--- src/hdl/gif_frame_palette_composite_macros.svh ---
// Assertion helpers for the top RTL file, gif_frame_palette_composite.sv.
`ifndef GIF_FRAME_PALETTE_COMPOSITE_MACROS_SVH
`define GIF_FRAME_PALETTE_COMPOSITE_MACROS_SVH

// Property checked on every rising clk edge outside reset.
`define GFPC_ASSERT(lbl, prop, msg) \
    lbl: assert property (@(posedge clk) disable iff (!rst_n) prop) else $error(msg);

// Condition that must never be seen outside reset.
`define GFPC_NEVER(lbl, cond, msg) \
    lbl: assert property (@(posedge clk) disable iff (!rst_n) !(cond)) else $error(msg);

`endif

--- src/hdl/gfpc_pkg.sv ---
package gfpc_pkg;

    // input beat kinds (carried on s_tuser)
    localparam logic MODE_LOAD  = 1'b0;
    localparam logic MODE_PIXEL = 1'b1;

    // configuration register indexes
    localparam logic [2:0] CFG_SCREEN_WIDTH  = 3'd0;
    localparam logic [2:0] CFG_SCREEN_HEIGHT = 3'd1;
    localparam logic [2:0] CFG_FRAME_LEFT    = 3'd2;
    localparam logic [2:0] CFG_FRAME_TOP     = 3'd3;
    localparam logic [2:0] CFG_FRAME_WIDTH   = 3'd4;
    localparam logic [2:0] CFG_FRAME_HEIGHT  = 3'd5;
    localparam logic [2:0] CFG_TRANSPARENT   = 3'd6;
    localparam logic [2:0] CFG_COLOR_COUNT   = 3'd7;

    localparam logic [7:0] ALPHA_OPAQUE = 8'hff;

    typedef struct packed {
        logic [15:0]       screen_width;
        logic [15:0]       screen_height;
        logic [15:0]       frame_left;
        logic [15:0]       frame_top;
        logic [15:0]       frame_width;
        logic [15:0]       frame_height;
        logic signed [8:0] transparent_index;
        logic [8:0]        color_count;
    } cfg_t;

    // per-pixel result of the raster walk
    typedef struct packed {
        logic [15:0] x;      // screen column, valid when write is set
        logic [15:0] y;      // screen row, valid when write is set
        logic        write;  // on screen, opaque and inside the palette
        logic        last;   // last raster position of the sub-image
    } pix_t;

endpackage

--- src/hdl/gfpc_raster.sv ---
module gfpc_raster #(
    parameter int PALETTE_DEPTH = 256
) (
    input  logic           clk,
    input  logic           rst_n,
    input  gfpc_pkg::cfg_t cfg,
    input  logic           step,   // pixel beat accepted
    input  logic [7:0]     color_index,
    output gfpc_pkg::pix_t pix
);

    import gfpc_pkg::*;

    logic [15:0] col_reg, col_next;
    logic [15:0] row_reg, row_next;
    logic [16:0] col_inc, row_inc, x_sum, y_sum;
    logic        col_wrap, row_wrap;
    logic        visible, opaque, in_palette;

    always_comb
    begin
        col_inc  = {1'b0, col_reg} + 17'd1;
        row_inc  = {1'b0, row_reg} + 17'd1;
        col_wrap = col_inc >= {1'b0, cfg.frame_width};
        row_wrap = row_inc >= {1'b0, cfg.frame_height};

        col_next = col_reg;
        row_next = row_reg;
        if (step)
        begin
            if (col_wrap)
            begin
                col_next = '0;
                row_next = row_wrap ? '0 : row_inc[15:0];
            end
            else
            begin
                col_next = col_inc[15:0];
            end
        end

        x_sum   = {1'b0, cfg.frame_left} + {1'b0, col_reg};
        y_sum   = {1'b0, cfg.frame_top} + {1'b0, row_reg};
        visible = (x_sum < {1'b0, cfg.screen_width}) && (y_sum < {1'b0, cfg.screen_height});
        // negative transparent index: no transparency
        opaque  = cfg.transparent_index[8] || ({1'b0, color_index} != cfg.transparent_index);
        in_palette = ({1'b0, color_index} < cfg.color_count)
                     && ({24'd0, color_index} < PALETTE_DEPTH);

        pix.x     = x_sum[15:0];
        pix.y     = y_sum[15:0];
        pix.write = visible && opaque && in_palette;
        pix.last  = col_wrap && row_wrap;
    end

    always_ff @(posedge clk or negedge rst_n)
    begin
        if (!rst_n)
        begin
            col_reg <= '0;
            row_reg <= '0;
        end
        else
        begin
            col_reg <= col_next;
            row_reg <= row_next;
        end
    end

endmodule

--- config.mk ---
export PLATFORM = sky130hd
export DESIGN_NAME = gfpc_raster
export DESIGN_NICKNAME = d
export VERILOG_FILES = /design/src/hdl/gif_frame_palette_composite_macros.svh /design/src/hdl/gfpc_pkg.sv /design/src/hdl/gfpc_raster.sv
export SDC_FILE = /design/constraint.sdc
export NUM_CORES = 1
export LEC_CHECK = 0
export ABC_AREA = 1
export BUFFER_PORTS_ARGS = -buffer_cell sky130_fd_sc_hd__buf_4
export CAP_MARGIN = 10
export CELL_PAD_IN_SITES_DETAIL_PLACEMENT = 1
export CELL_PAD_IN_SITES_GLOBAL_PLACEMENT = 1
export CORE_MARGIN = 2
export CORE_UTILIZATION = 34
export CTS_BUF_LIST = sky130_fd_sc_hd__clkbuf_16
export DETAILED_ROUTE_END_ITERATION = 8
export GPL_TIMING_DRIVEN = 0
export PLACE_DENSITY_LB_ADDON = 0.1
export SLEW_MARGIN = 10
export SYNTH_ARGS = -nofsm -noshare
export SYNTH_HDL_FRONTEND = slang
export SYNTH_SLANG_ARGS = --single-unit
--- constraint.sdc ---
create_clock -name clk -period 2.85 [get_ports clk]
set_input_delay 0.285 -clock clk [delete_from_list [all_inputs] [get_ports clk]]
set_output_delay 0.285 -clock clk [all_outputs]
set_load 0.005 [all_outputs]
### Word-level counts from Yosys, hierarchy flattened

Index checks and enable logic that the tools add are counted.

| word-level totals | value |
|---|---|
| word-level logic and storage cells | 20 |
| input bits | 125 |
| output and inout port bits | 34 |
| memories | 0 |
| bits in latches | 0 |
| bits in read-only memories | 0 |
| register bits after elaboration | 32 |
| RAM bits | 0 |

| operators by class | value |
|---|---|
| eq/ne operators | 1 |
| add/sub/neg operators | 4 |
| magnitude comparators | 5 |
| shifts and indexed selects | 0 |
| reductions and logical operators | 6 |
| $mul | 0 |
| bitwise operators | 0 |
| mux-type cells | 2 |
| divide/modulo/power cells | 0 |

Operators by type and width:

| operator | count |
|---|---|
| $add 16x1->17 const B | 2 |
| $add 16x16->17 | 2 |
| $ge 17x16->1 | 2 |
| $lt 17x16->1 | 2 |
| $mux 16 | 2 |
| $lt 8x9->1 | 1 |
| $ne 8x9->1 | 1 |
| $logic_and 1x1->1 | 4 |
| $reduce_and 2->1 | 1 |
| $logic_or 1x1->1 | 1 |

### Longest topological paths before layout

Gate-level depths: netlist (run 1).

| depth | value |
|---|---|
| depth after elaboration | 5 |
| gate-level depth with buffers | 23 |
| mapped depth without buffers | 22 |

### Least setup slack after synthesis (run 1)

No wires, ideal clock.

| timing path | value |
|---|---|
| kind | reg2out |
| start point | register row_reg[0] |
| end point | output port pix[1] (netlist bit) |
| path buffers | 0 |
| data required time | 2565 ps |
| arrival | 2772 ps |
| stages on the path, launching flop included | 20 |
| setup slack | -207 ps |
| cells stage by stage | dfrtp_1 > ha_1 > fa_1 > nand2_1 > a21oi_1 > nand4_1 > nand2_1 > a21boi_0 > o21ai_0 > xor2_1 > ha_1 > inv_1 > nor3_1 > a211oi_1 > nand2_1 > nand2_1 > nand2_1 > nand2_1 > nand2_1 > nor2_1 |

RTL lines:

| element | line | RTL |
|---|---|---|
| start, declared | gfpc_raster.sv:15 | `logic [15:0] row_reg, row_next;` |
| start signal, assigned | gfpc_raster.sv:66 | `row_reg <= row_next;` |
| end, declared | gfpc_raster.sv:9 | `output gfpc_pkg::pix_t pix` |

==> load_flow_metrics.sql, run 1 <==
INSERT INTO impl_metrics (metric_group, metric, value, unit) VALUES
('outcome', 'outcome', 'complete, but fails checks', ''),
('outcome', 'violations', 'setup timing', ''),
('timing', 'timing.slew.headroom', '66.9', '%'),
('layout', 'layout-area-overhead-vs-synth', '44.2', '%'),
('grt', 'grt.overflow.total', '0', ''),
('worst_setup_path', 'worstSetupPathType', 'register to output port', ''),
('clock_tree', 'ctsLongestPathBuffers', '2', ''),
('drt', 'number_of_nets_still_failing_antenna_checks_after_routing', '0', ''),
('worst_setup_path', 'cp_data_required_time', '2.57', 'ns'),
('floorplan', 'initial_core_util', '34.7', '%'),
('clock_tree', 'clock-sinks', '32', ''),
('yosys', 'synthDominantAreaCellType', 'sky130_fd_sc_hd__ha_1', ''),
('yosys', 'synth_warnings', '0', ''),
('layout', 'final_layout_size_suffix_gt1_share', '32.3', '%'),
('timing', 'timing.final.ws_setup', '-0.637', 'ns'),
('place', 'placedCellCount', '1186', ''),
('floorplan', 'coreArea', '0.0158', 'mm^2'),
('place', 'pre_cts_ws', '-0.556', 'ns'),
('clock_tree', 'worst_skew_pair.late_latency', '0.28', 'ns'),
('timing', 'grt_setup_unrepaired', 'true', ''),
('yosys', 'post-synth-top-area-fraction', '23.5', '%'),
('floorplan', 'floorplan.io_pins', '159', ''),
('floorplan', 'fp.dieArea', '0.0172', 'mm^2'),
('worst_setup_path', 'critical_path_buf_inv_count', '2', ''),
('floorplan', 'fp.dieH', '131', 'um'),
('yosys', 'yosys_most_used_dff', 'sky130_fd_sc_hd__dfrtp_1', ''),
('floorplan', 'chipWidth', '131', 'um'),
('clock_tree', 'clock_transition_at_the_registers_of_the_reported_paths', '0.05', 'ns'),
('drt', 'drt-initial-drc-count', '119', ''),
('grt', 'first_global_vias', '6123', ''),
('drt', 'post-route-drc-count', '0', ''),
('grt', 'antenna_found_initial', '0', ''),
('clock_tree', 'cts_tree', 'yes', ''),
('timing', 'setup_skew', '0.00566', 'ns'),
('yosys', 'synthesis.instances', '813', ''),
('yosys', 'ys_seq_elements', '32', ''),
('yosys', 'synth.most_common_cell', 'sky130_fd_sc_hd__nand2_1', ''),
('place', 'place.gp.congestion', '0.805', ''),
('drt', 'vias', '5989', ''),
('drt', 'viasPerCell', '4.87', ''),
('yosys', 'netlist_area', '0.00549', 'mm^2'),
('timing', 'fin_tns_setup', '-6.53', 'ns'),
('worst_hold_path', 'worst_hold_path_type', 'input port to register', ''),
('pwr', 'power_density', '416', 'mW/mm^2'),
('worst_setup_path', 'crit_path_top_delay_cell', 'sky130_fd_sc_hd__dfrtp_2', ''),
('timing', 'final_period_minus_worst_setup_slack', '3.49', 'ns'),
('worst_setup_path', 'cpLargestDelayFamily', 'simple AND/OR/NAND/NOR gates', ''),
('drt', 'total_wire_length', '17.9', 'mm'),
('worst_setup_path', 'cpMostUsedCell', 'sky130_fd_sc_hd__nand2_1', ''),
('yosys', 'synth.cells.most_frequent', 'sky130_fd_sc_hd__nand2_1, sky130_fd_sc_hd__inv_1, sky130_fd_sc_hd__ha_1, sky130_fd_sc_hd__a21oi_1, sky130_fd_sc_hd__xor2_1', ''),
('layout', 'nets', '1245', ''),
('drt', 'routed_wire_length_per_instance', '14.5', 'um'),
('drt', 'firstDrtPassIters', '4', ''),
('worst_setup_path', 'setup.worst_path.end_class', 'output port', ''),
('timing', 'setup_viol', '32', ''),
('worst_setup_path', 'worstPathMaxFanout', '4', ''),
('yosys', 'avgSynthCellArea', '6.75', 'um^2'),
('yosys', 'synth_enable_flop_cells', '0', ''),
('yosys', 'yosys-top-cells-area', 'sky130_fd_sc_hd__ha_1, sky130_fd_sc_hd__dfrtp_1, sky130_fd_sc_hd__nand2_1', ''),
('floorplan', 'std_cell_rows', '46', ''),
('place', 'placement.io_buffers', '157', ''),
('yosys', 'share_of_flip_flops_with_an_asynchronous_set_or_reset', '100', '%'),
('worst_setup_path', 'cpPeakStageDelay', '0.46', 'ns'),
('worst_setup_path', 'setup.worst_path.start_class', 'register', ''),
('grt', 'grt_pass1_wl', '28.0', 'mm'),
('timing', 'maxClockFrequency', '287', 'MHz'),
('timing', 'report.final.slew_viol_count', '0', ''),
('run', 'drv_cap', '0', ''),
('timing', 'worst_pin_slew', '0.497', 'ns'),
('place', 'place_hpwl', '14.5', 'mm'),
('yosys', 'synth_fp_nets', '1043', '');
## path summary, 6_finish.rpt
check,to,slack [ns],depth (start not counted),start
max,pix[1],-0.64,21,col_reg[0]$_DFFE_PN0P_
min,col_reg[1]$_DFFE_PN0P_,0.37,3,step
max reg2reg,row_reg[14]$_DFFE_PN0P_,-0.29,27,col_reg[0]$_DFFE_PN0P_
min reg2reg,col_reg[3]$_DFFE_PN0P_,0.58,2,col_reg[3]$_DFFE_PN0P_
max in group asynchronous,col_reg[0]$_DFFE_PN0P_,1.98,2,rst_n
min in group asynchronous,row_reg[1]$_DFFE_PN0P_,0.51,2,rst_n
## routing by layer
metal | vias up | part of all wire, % | global-route usage, %
met2 | 114 | 55 | 40.6
met3 | 13 | 3.2 | 2.23
met4 | 0 | 0.96 | 2.82
met5 | - | 0 | 0
met1 | 2806 | 41 | 23.4
li1 | 3056 | - | -
## timing repair
action	CTS	global route
endpoints found under the hold margin	32	0
gates resized for setup	32	87
endpoints found under the setup margin	27	34
setup buffers	14	23
hold buffers	1	0
pin swaps	15	26
## area by class of cell
cell class                      instances  area (um^2)
Fill cell                            2041         7910
Multi-Input combinational cell        614         4530
Timing Repair Buffer                  195         1490
Sequential cell                        32          813
Inverter                              156          586
Tap cell                              216          270
Clock buffer                            5          125
Buffer                                 11         93.8
Clock inverter                          2         12.5
## per-stage QoR
stage / hold WS, ns / power, mW / instance area (um^2)
after floorplan: -0.0106 / 1.73 / 5520
after global placement: 0.262 / 2.42 / 6970
after detailed placement: 0.262 / 2.46 / 6970
after CTS: 0.360 / 3.08 / 7360
after global routing: 0.401 / 3.63 / 7910
final: 0.366 / 3.29 / 7910
## worst min-delay path: stages
cell	delay, ns
sky130_fd_sc_hd__buf_2	0.17
sky130_fd_sc_hd__nand2_1	0.09
sky130_fd_sc_hd__o21ai_1	0.06
## where the power goes
group | switching (mW) | internal (mW)
Clock | 0.202 | 0.317
Sequential | 0.131 | 0.524
Combinational | 1.06 | 1.06
Total | 1.39 | 1.90
## cell usage in the layout (no fill, tap or decap), types with 5 or more instances in the layout
cell / n
sky130_fd_sc_hd__nand2_2: 19
sky130_fd_sc_hd__dfrtp_1: 22
sky130_fd_sc_hd__buf_6: 6
sky130_fd_sc_hd__o22ai_1: 7
sky130_fd_sc_hd__xnor2_1: 18
sky130_fd_sc_hd__a21oi_1: 42
sky130_fd_sc_hd__ha_4: 15
sky130_fd_sc_hd__inv_1: 151
sky130_fd_sc_hd__nand3_1: 24
sky130_fd_sc_hd__xor2_2: 7
sky130_fd_sc_hd__o21ai_0: 9
sky130_fd_sc_hd__nor2_1: 35
sky130_fd_sc_hd__a21o_1: 7
sky130_fd_sc_hd__nor3_1: 8
sky130_fd_sc_hd__nand2_1: 177
sky130_fd_sc_hd__o21ai_1: 16
sky130_fd_sc_hd__o21ai_2: 11
sky130_fd_sc_hd__dfrtp_2: 10
sky130_fd_sc_hd__a21oi_2: 8
sky130_fd_sc_hd__nand4_1: 35
sky130_fd_sc_hd__buf_4: 191
sky130_fd_sc_hd__clkbuf_16: 5
sky130_fd_sc_hd__xor2_1: 35
sky130_fd_sc_hd__ha_1: 84
sky130_fd_sc_hd__nor2_4: 7
## kinds of logic after synthesis
family / Yosys count / share of synthesized area, %
buffers and inverters: 167 / 12.0
adders and majority gates: 105 / 24.2
DFF: 32 / 14.6
xor gates and xnor gates: 61 / 9.73
and+or+nand+nor: 330 / 26.8
AOI/OAI and AO/OA: 118 / 12.7
No activity file was read; power rests on OpenSTA's default activity.
==> run 2, diff against run 1 <==
Settings changed: ABC_AREA 1 to not set.
==> run 2 against run 1 <==
  * The run still ends with setup timing left
  * Hold slack better by 0.051 ns
  * Design area shrank 4.0%
  * Utilization is 0.56 points higher
  * Combinational power is 30% higher
  * Final cell count down 14%
  * Clock skew about the same
  * Clock power down 2%
  * Routed wire length is 1.7% lower
  * Clock-buffer cell count stayed put
  * Total power increased by 20%
  * Global-route usage is 0.73 points higher
  * Critical endpoint unchanged
  * Highest routed layer unchanged
==> load_flow_metrics.sql, run 2 <==
INSERT INTO impl_metrics (metric_group, metric, value, unit) VALUES
('yosys', 'synth_warnings', '0', ''),
('pwr', 'finalPower', '3.96', 'mW'),
('drt', 'vias', '5564', ''),
('drt', 'drt-initial-drc-count', '236', ''),
('grt', 'grt.overflow.total', '0', ''),
('yosys', 'synth_fp_nets', '901', ''),
('yosys', 'post_synth_num_cell_types', '69', ''),
('worst_setup_path', 'setup.worst_path.start_class', 'register', ''),
('floorplan', 'fp.dieH', '127', 'um'),
('timing', 'maxClockFrequency', '217', 'MHz'),
('drt', 'routed_wire_length_per_instance', '16.5', 'um'),
('outcome', 'outcome', 'complete, but fails checks', ''),
('yosys', 'netlist_area', '0.00516', 'mm^2'),
('worst_setup_path', 'worstPathArrival', '4.33', 'ns'),
('run', 'drv_cap', '0', ''),
('drt', 'number_of_nets_still_failing_antenna_checks_after_routing', '0', ''),
('grt', 'grt_max_degree', '33', ''),
('worst_hold_path', 'worst_hold_path_type', 'input port to register', ''),
('worst_setup_path', 'crit_path_top_delay_cell', 'sky130_fd_sc_hd__or4_4', ''),
('pwr', 'power_leakage', '3.90', 'nW'),
('floorplan', 'coreArea', '0.0150', 'mm^2'),
('yosys', 'avgSynthCellArea', '7.69', 'um^2'),
('timing', 'timing.slew.headroom', '54.6', '%'),
('clock_tree', 'number_of_clock_buffers_inserted_by_tritoncts', '5', ''),
('clock_tree', 'cts_tree', 'yes', ''),
('floorplan', 'floorplan.io_pins', '159', ''),
('floorplan', 'std_cell_rows', '45', ''),
('clock_tree', 'cts.root.buffer_cell', 'sky130_fd_sc_hd__clkbuf_16', ''),
('worst_setup_path', 'path_cells', 'ha_4 > fa_2 > a21o_1 > a311oi_2 > o311ai_2 > a21oi_2 > nor2b_1 > nor2_2 > xnor2_2 > ha_1 > a211o_1 > nor3_2 > o311a_1 > nor3_2 > or4_4 > nor4_4 > buf_4', ''),
('layout', 'layout-area-overhead-vs-synth', '47.3', '%'),
('yosys', 'share_of_flip_flops_with_an_asynchronous_set_or_reset', '100', '%'),
('yosys', 'synth.most_common_cell', 'sky130_fd_sc_hd__ha_1', ''),
('grt', 'grt.total_usage', '21.0', '%'),
('clock_tree', 'ctsLongestPathBuffers', '2', ''),
('yosys', 'basic_gate_share_of_the_synthesized_area_counting_and_or_nand_and_nor_cells', '18.8', '%'),
('floorplan', 'initial_core_util', '34.3', '%'),
('yosys', 'ys_seq_elements', '32', ''),
('yosys', 'yosys_most_used_dff', 'sky130_fd_sc_hd__dfrtp_1', ''),
('worst_setup_path', 'cp_data_required_time', '2.57', 'ns'),
('timing', 'worst_pin_slew', '0.679', 'ns'),
('clock_tree', 'worst_skew_pair.late_latency', '0.28', 'ns'),
('drt', 'firstDrtPassIters', '4', ''),
('place', 'place_hpwl', '14.1', 'mm'),
('pwr', 'power_density', '520', 'mW/mm^2'),
('grt', 'grt_pass1_wl', '28.0', 'mm'),
('yosys', 'synthDominantAreaCellType', 'sky130_fd_sc_hd__ha_1', ''),
('floorplan', 'chipWidth', '127', 'um'),
('drt', 'post-route-drc-count', '0', ''),
('yosys', 'yosys.area_share.xor_xnor', '9.00', '%'),
('timing', 'period_share', '162', '%'),
('worst_setup_path', 'setup.worst_path.end_class', 'output port', ''),
('timing', 'grt_setup_unrepaired', 'true', ''),
('layout', 'post-route-util', '50.6', '%'),
('worst_setup_path', 'worstSetupPathType', 'register to output port', ''),
('clock_tree', 'clock_transition_at_the_registers_of_the_reported_paths', '0.05', 'ns'),
('pwr', 'irDropWorstVdd', '214', 'uV'),
('floorplan', 'fp.dieArea', '0.0162', 'mm^2'),
('yosys', 'synthesis.instances', '671', ''),
('layout', 'fillers', '1807', ''),
('worst_setup_path', 'cpMostUsedCell', 'sky130_fd_sc_hd__nor3_2', ''),
('yosys', 'synthMuxAreaShare', '0.194', '%'),
('layout', 'mostFrequentLayoutCells', 'sky130_fd_sc_hd__buf_4, sky130_fd_sc_hd__inv_1, sky130_fd_sc_hd__ha_1, sky130_fd_sc_hd__nand2_1, sky130_fd_sc_hd__xnor2_1', ''),
('drt', 'viasPerCell', '5.23', ''),
('yosys', 'synth.cells.most_frequent', 'sky130_fd_sc_hd__ha_1, sky130_fd_sc_hd__inv_1, sky130_fd_sc_hd__nand2_1, sky130_fd_sc_hd__a21oi_1, sky130_fd_sc_hd__xnor2_1', ''),
('worst_setup_path', 'worstPathMaxFanout', '2', ''),
('layout', 'final_layout_size_suffix_gt1_share', '34.0', '%'),
('timing', 'setup_skew', '0.00598', 'ns'),
('yosys', 'yosysSeqAreaShare', '15.5', '%'),
('yosys', 'post-synth-top-area-fraction', '25.0', '%'),
('timing', 'final-hold-violation-count', '0', ''),
('outcome', 'violations', 'setup timing', ''),
('place', 'place.gp.congestion', '0.832', ''),
('clock_tree', 'clock-sinks', '32', ''),
('yosys', 'yosys.area_share.adder', '25.8', '%'),
('timing', 'report.final.slew_viol_count', '0', ''),
('yosys', 'synth_compound_area_share', '22.5', '%'),
('timing', 'setup_viol', '41', ''),
('yosys', 'synth_enable_flop_cells', '0', ''),
('drt', 'total_wire_length', '17.6', 'mm'),
('layout', 'layout.cells.most_common', 'sky130_fd_sc_hd__buf_4', ''),
('grt', 'first_global_vias', '5801', ''),
('timing', 'final_period_minus_worst_setup_slack', '4.62', 'ns'),
('clock_tree', 'cts_max_level', '2', ''),
('layout', 'nets', '1105', ''),
('grt', 'antenna_found_initial', '0', ''),
('timing', 'timing.final.ws_setup', '-1.77', 'ns'),
('layout', 'n_antenna_cell', '0', ''),
('place', 'placement.io_buffers', '158', ''),
('yosys', 'synth_top_family_by_area', 'adder cells', ''),
('yosys', 'yosys-top-cells-area', 'sky130_fd_sc_hd__ha_1, sky130_fd_sc_hd__dfrtp_1, sky130_fd_sc_hd__inv_1', ''),
('worst_setup_path', 'cpPeakStageDelay', '0.52', 'ns');
==> run 2: cell types whose count changed after synthesis, moves of 8 or more <==
| cell | before | now |
|---|---|---|
| sky130_fd_sc_hd__nand2_1 | 194 | 56 |
| sky130_fd_sc_hd__inv_1 | 153 | 100 |
| sky130_fd_sc_hd__xor2_1 | 42 | 12 |
| sky130_fd_sc_hd__xnor2_1 | 19 | 41 |
| sky130_fd_sc_hd__nand4_1 | 35 | 17 |
| sky130_fd_sc_hd__a21o_1 | 7 | 23 |
| sky130_fd_sc_hd__o21ai_0 | 20 | 33 |
| sky130_fd_sc_hd__nand3_1 | 28 | 38 |
| sky130_fd_sc_hd__nor3_1 | 13 | 4 |
| sky130_fd_sc_hd__o21ai_2 | 10 | 1 |
| sky130_fd_sc_hd__nand2b_1 | 0 | 8 |
==> run 2: where the power goes <==
group	internal, mW	switching (mW)	leakage, nW
Combinational	1.42	1.34	3.42
Sequential	0.542	0.138	0.403
Clock	0.314	0.197	0.0738
Total	2.28	1.68	3.90
==> run 2: path summary, 6_finish.rpt <==
check / startpoint / to / slack (ns) / cells after the start
worst max-delay path: col_reg[0]$_DFFE_PN0P_ / pix[1] / -1.77 / 17
worst min register to register: row_reg[3]$_DFFE_PN0P_ / row_reg[3]$_DFFE_PN0P_ / 0.56 / 2
min in group asynchronous: rst_n / row_reg[1]$_DFFE_PN0P_ / 0.49 / 2
max in group asynchronous: rst_n / col_reg[0]$_DFFE_PN0P_ / 2.02 / 2
worst min-delay path: step / row_reg[12]$_DFFE_PN0P_ / 0.42 / 4
worst max register to register: col_reg[0]$_DFFE_PN0P_ / row_reg[5]$_DFFE_PN0P_ / -0.68 / 18
==> run 2: cell families after synthesis <==
group / Yosys count
adders and majority gates: 105
AOI/OAI and AO/OA: 175
muxes: 1
DFF: 32
and+or+nand+nor: 193
buffers and inverters: 112
xor gates and xnor gates: 53
==> run 2: critical path, delay by kind of cell, from the launching register on <==
family / cells / cell delay, ns
AO/OA/AOI/OAI: 6 / 1.41
XOR/XNOR: 1 / 0.15
adder cells (fa/ha/maj): 3 / 0.80
buffers and inverters: 1 / 0.15
flip-flops: 1 / 0.42
AND/OR/NAND/NOR: 6 / 1.13
==> run 2: layout make-up <==
class | count | area (um^2) | share of cell area, %
inverters | 100 | 375 | 4.94
well taps | 188 | 235 | 3.09
multi-input cells | 527 | 4470 | 58.8
repair buffers | 199 | 1510 | 19.9
clock inverters | 3 | 11.3 | 0.148
clock buffers | 5 | 125 | 1.65
plain buffers | 10 | 57.6 | 0.757
flip-flops and latches | 32 | 813 | 10.7
==> run 2: what timing repair did <==
action                                 in CTS  in global routing
buffers inserted                           17                 23
hold buffers                                1                  0
setup endpoints to repair                  47                 49
gates cloned                                0                  0
endpoints found under the hold margin      32                  0
pin swaps                                  18                 25
gates resized for setup                    62                 51
==> run 2: per-stage QoR <==
step           area, um^2  hold slack [ns]  instances  setup slack, ns  setup TNS, ns
2_1_floorplan        5200          -0.0106        671            -1.10          -7.59
3_3_place_gp         6620            0.259       1017            -1.59         -27.51
3_5_place_dp         6620            0.262       1017            -1.69         -31.26
4_1_cts              7180            0.425       1042            -1.81         -16.08
5_1_grt              7600            0.438       1064            -1.92         -25.87
6_report             7600            0.417       1064            -1.77         -17.87
==> run 2: per-layer routing <==
layer  global-route usage, %  vias to the layer above  routed length, um
li1                        -                     2799                  -
met4                    4.59                        0                194
met2                    36.4                      128               8390
met5                       0                        -                  0
met1                    28.4                     2626               8280
met3                    2.14                       11                696
==> run 3, diff against run 2 <==
Settings changed: CORE_UTILIZATION 34 to 38.
Clock period 2.85 ns to 4.45 ns, I/O delays scaled along.
==> run 3 against run 2 <==
  * Final cell count is 3.5% lower
  * The run still ends with setup timing left
  * Critical path depth unchanged
  * Sequential power fell by 36%
  * First-iteration DRC count is 16% lower
  * Largest power group unchanged
  * Clock power shrank 38%
  * Total power shrank 40%
  * Via count increased by 0.23%
  * Clock skew is 0.0023 ns higher
==> load_flow_metrics.sql, run 3 (synthesis results as in run 2) <==
INSERT INTO impl_metrics (metric_group, metric, value, unit) VALUES
('clock_tree', 'cts.root.buffer_cell', 'sky130_fd_sc_hd__clkbuf_16', ''),
('grt', 'antenna_found_initial', '0', ''),
('layout', 'nets', '1081', ''),
('pwr', 'int_power', '1.35', 'mW'),
('timing', 'timing.final.ws_setup', '-0.306', 'ns'),
('place', 'placement.io_buffers', '158', ''),
('timing', 'report.final.slew_viol_count', '0', ''),
('timing', 'maxClockFrequency', '210', 'MHz'),
('drt', 'viasPerCell', '5.43', ''),
('clock_tree', 'ctsLongestPathBuffers', '2', ''),
('drt', 'vias', '5577', ''),
('floorplan', 'std_cell_rows', '42', ''),
('clock_tree', 'cts_max_level', '2', ''),
('layout', 'mostFrequentLayoutCells', 'sky130_fd_sc_hd__buf_4, sky130_fd_sc_hd__inv_1, sky130_fd_sc_hd__ha_1, sky130_fd_sc_hd__nand2_1', ''),
('clock_tree', 'clock_transition_at_the_registers_of_the_reported_paths', '0.06', 'ns'),
('floorplan', 'fp.dieH', '121', 'um'),
('drt', 'firstDrtPassIters', '4', ''),
('clock_tree', 'number_of_clock_buffers_inserted_by_tritoncts', '5', ''),
('worst_setup_path', 'worstPathArrival', '4.31', 'ns'),
('outcome', 'violations', 'setup timing', ''),
('pwr', 'irDropWorstVdd', '127', 'uV'),
('clock_tree', 'cts_tree', 'yes', ''),
('pwr', 'power_density', '336', 'mW/mm^2'),
('timing', 'timing.slew.headroom', '63.4', '%'),
('worst_setup_path', 'path_cells', 'ha_4 > fa_2 > a21o_1 > a311oi_2 > o311ai_2 > a21oi_2 > nor2b_1 > nor2_2 > xnor2_2 > ha_1 > a211o_1 > nor3_2 > o311a_1 > nor3_1 > or4_4 > nor4_4 > buf_4', ''),
('worst_setup_path', 'crit_path_top_delay_cell', 'sky130_fd_sc_hd__or4_4', ''),
('worst_hold_path', 'worst_hold_path_type', 'input port to asynchronous set/reset pin', ''),
('place', 'dpl_cell_area', '0.00657', 'mm^2'),
('layout', 'layout-area-overhead-vs-synth', '36.2', '%'),
('place', 'place_hpwl', '13.9', 'mm'),
('clock_tree', 'worst_skew_pair.late_latency', '0.28', 'ns'),
('layout', 'final_layout_size_suffix_gt1_share', '26.7', '%'),
('worst_setup_path', 'worstPathMaxFanout', '2', ''),
('place', 'place.gp.congestion', '0.837', ''),
('layout', 'finish.instance_area', '0.00703', 'mm^2'),
('timing', 'final-hold-violation-count', '0', ''),
('timing', 'setup_skew', '0.00824', 'ns'),
('floorplan', 'chipWidth', '121', 'um'),
('layout', 'n_antenna_cell', '0', ''),
('timing', 'period_share', '107', '%'),
('layout', 'finish.cell_count_without_fillers', '1027', ''),
('pwr', 'p_comb_share', '68.0', '%'),
('grt', 'first_global_vias', '5705', ''),
('grt', 'grt_max_degree', '33', ''),
('pwr', 'p_switching', '1.01', 'mW'),
('run', 'drv_cap', '0', ''),
('grt', 'grt.total_usage', '22.6', '%'),
('worst_setup_path', 'worstSetupPathType', 'register to output port', ''),
('timing', 'fin_tns_setup', '-0.306', 'ns'),
('grt', 'grt_pass1_wl', '27.1', 'mm'),
('drt', 'total_wire_length', '17.1', 'mm'),
('grt', 'grt.overflow.total', '0', ''),
('worst_setup_path', 'setup.worst_path.end_class', 'output port', ''),
('timing', 'setup_viol', '1', ''),
('clock_tree', 'clock-sinks', '32', ''),
('floorplan', 'coreArea', '0.0132', 'mm^2'),
('timing', 'grt_setup_unrepaired', 'true', ''),
('floorplan', 'initial_core_util', '39.0', '%'),
('clock_tree', 'postCtsHoldBufs', '0', ''),
('drt', 'drt-initial-drc-count', '198', ''),
('timing', 'final_period_minus_worst_setup_slack', '4.76', 'ns'),
('place', 'placedCellCount', '1005', ''),
('pwr', 'seq_power_share', '18.5', '%'),
('floorplan', 'fp.dieArea', '0.0145', 'mm^2'),
('layout', 'layout.cells.most_common', 'sky130_fd_sc_hd__buf_4', ''),
('outcome', 'outcome', 'complete, but fails checks', ''),
('floorplan', 'floorplan.io_pins', '159', ''),
('pwr', 'netSwitchingFraction', '42.7', '%'),
('worst_setup_path', 'setup.worst_path.start_class', 'register', ''),
('timing', 'worst_pin_slew', '0.546', 'ns'),
('drt', 'post-route-drc-count', '0', ''),
('drt', 'routed_wire_length_per_instance', '16.6', 'um'),
('worst_setup_path', 'cpPeakStageDelay', '0.54', 'ns'),
('drt', 'number_of_nets_still_failing_antenna_checks_after_routing', '0', ''),
('pwr', 'power_leakage', '3.69', 'nW'),
('pwr', 'share_clk_of_total_power', '13.5', '%'),
('worst_setup_path', 'cp_data_required_time', '4.01', 'ns');
[run 3: changes by cell type in the layout (fill, tap and decap cells not counted), sizes merged]
cell	previous run	this run
buf	202	177
clkinv	1	2
clkbuf	11	13
inv	102	100
dlygate4sd3	1	0
[run 3: critical path, delay by kind of cell (launching register included)]
kind | cells | cell delay (ns)
DFF | 1 | 0.42
buffers and inverters | 1 | 0.15
and+or+nand+nor | 6 | 1.05
xor gates and xnor gates | 1 | 0.15
adders and majority gates | 3 | 0.79
AOI/OAI and AO/OA | 6 | 1.47
[run 3: layout make-up]
class                   instances  area, um^2
clock inverters                 2        7.51
inverters                     100         375
multi-input cells             527        4140
plain buffers                  11        50.0
fillers                      1650        6220
clock buffers                   5         125
flip-flops and latches         32         806
repair buffers                174        1310
well taps                     176         220
[run 3: timing repair]
| item | CTS | global route |
|---|---|---|
| buffers inserted | 8 | 8 |
| pin swaps | 14 | 20 |
| gates cloned | 0 | 0 |
| resized for setup | 17 | 24 |
| setup endpoints to repair | 2 | 2 |
[run 3: metal layers]
layer / global-route usage, % / share of wire, % / routed length [um]
met1: 30.3 / 47 / 7960
met2: 40.1 / 48 / 8220
met3: 1.56 / 4.0 / 675
met4: 4.36 / 1.1 / 193
met5: 0 / 0 / 0
[run 3: power by group through the flow]
stage          logic (mW)  clock network (mW)  registers, mW
6_report             1.60               0.319          0.436
5_1_grt              1.79               0.329          0.445
4_1_cts              1.51               0.324          0.433
3_5_place_dp         1.44                   0          0.438
3_3_place_gp         1.37                   0          0.435
2_1_floorplan       0.903                   0          0.404
[run 3: metrics by stage]
step                setup WS, ns  total power [mW]  hold WS (ns)  util, %
floorplan                  0.127              1.31         0.149        -
global placement          -0.463              1.80         0.411     49.6
detailed placement        -0.571              1.88         0.416     49.6
CTS                       -0.333              2.27         0.123     51.6
global route              -0.432              2.57         0.141     53.1
finish                    -0.306              2.36         0.107     53.1
[run 3: worst paths after layout]
kind	from	endpoint	slack [ns]	depth (start not counted)
worst max-delay path	col_reg[0]$_DFFE_PN0P_	pix[1]	-0.31	17
worst min-delay path	rst_n	row_reg[0]$_DFFE_PN0P_	0.11	1
worst max register to register	col_reg[0]$_DFFE_PN0P_	row_reg[15]$_DFFE_PN0P_	0.64	15
worst min register to register	row_reg[0]$_DFFE_PN0P_	row_reg[0]$_DFFE_PN0P_	0.55	1
max in group asynchronous	rst_n	col_reg[3]$_DFFE_PN0P_	4.01	1
min in group clk	row_reg[0]$_DFFE_PN0P_	row_reg[0]$_DFFE_PN0P_	0.55	1
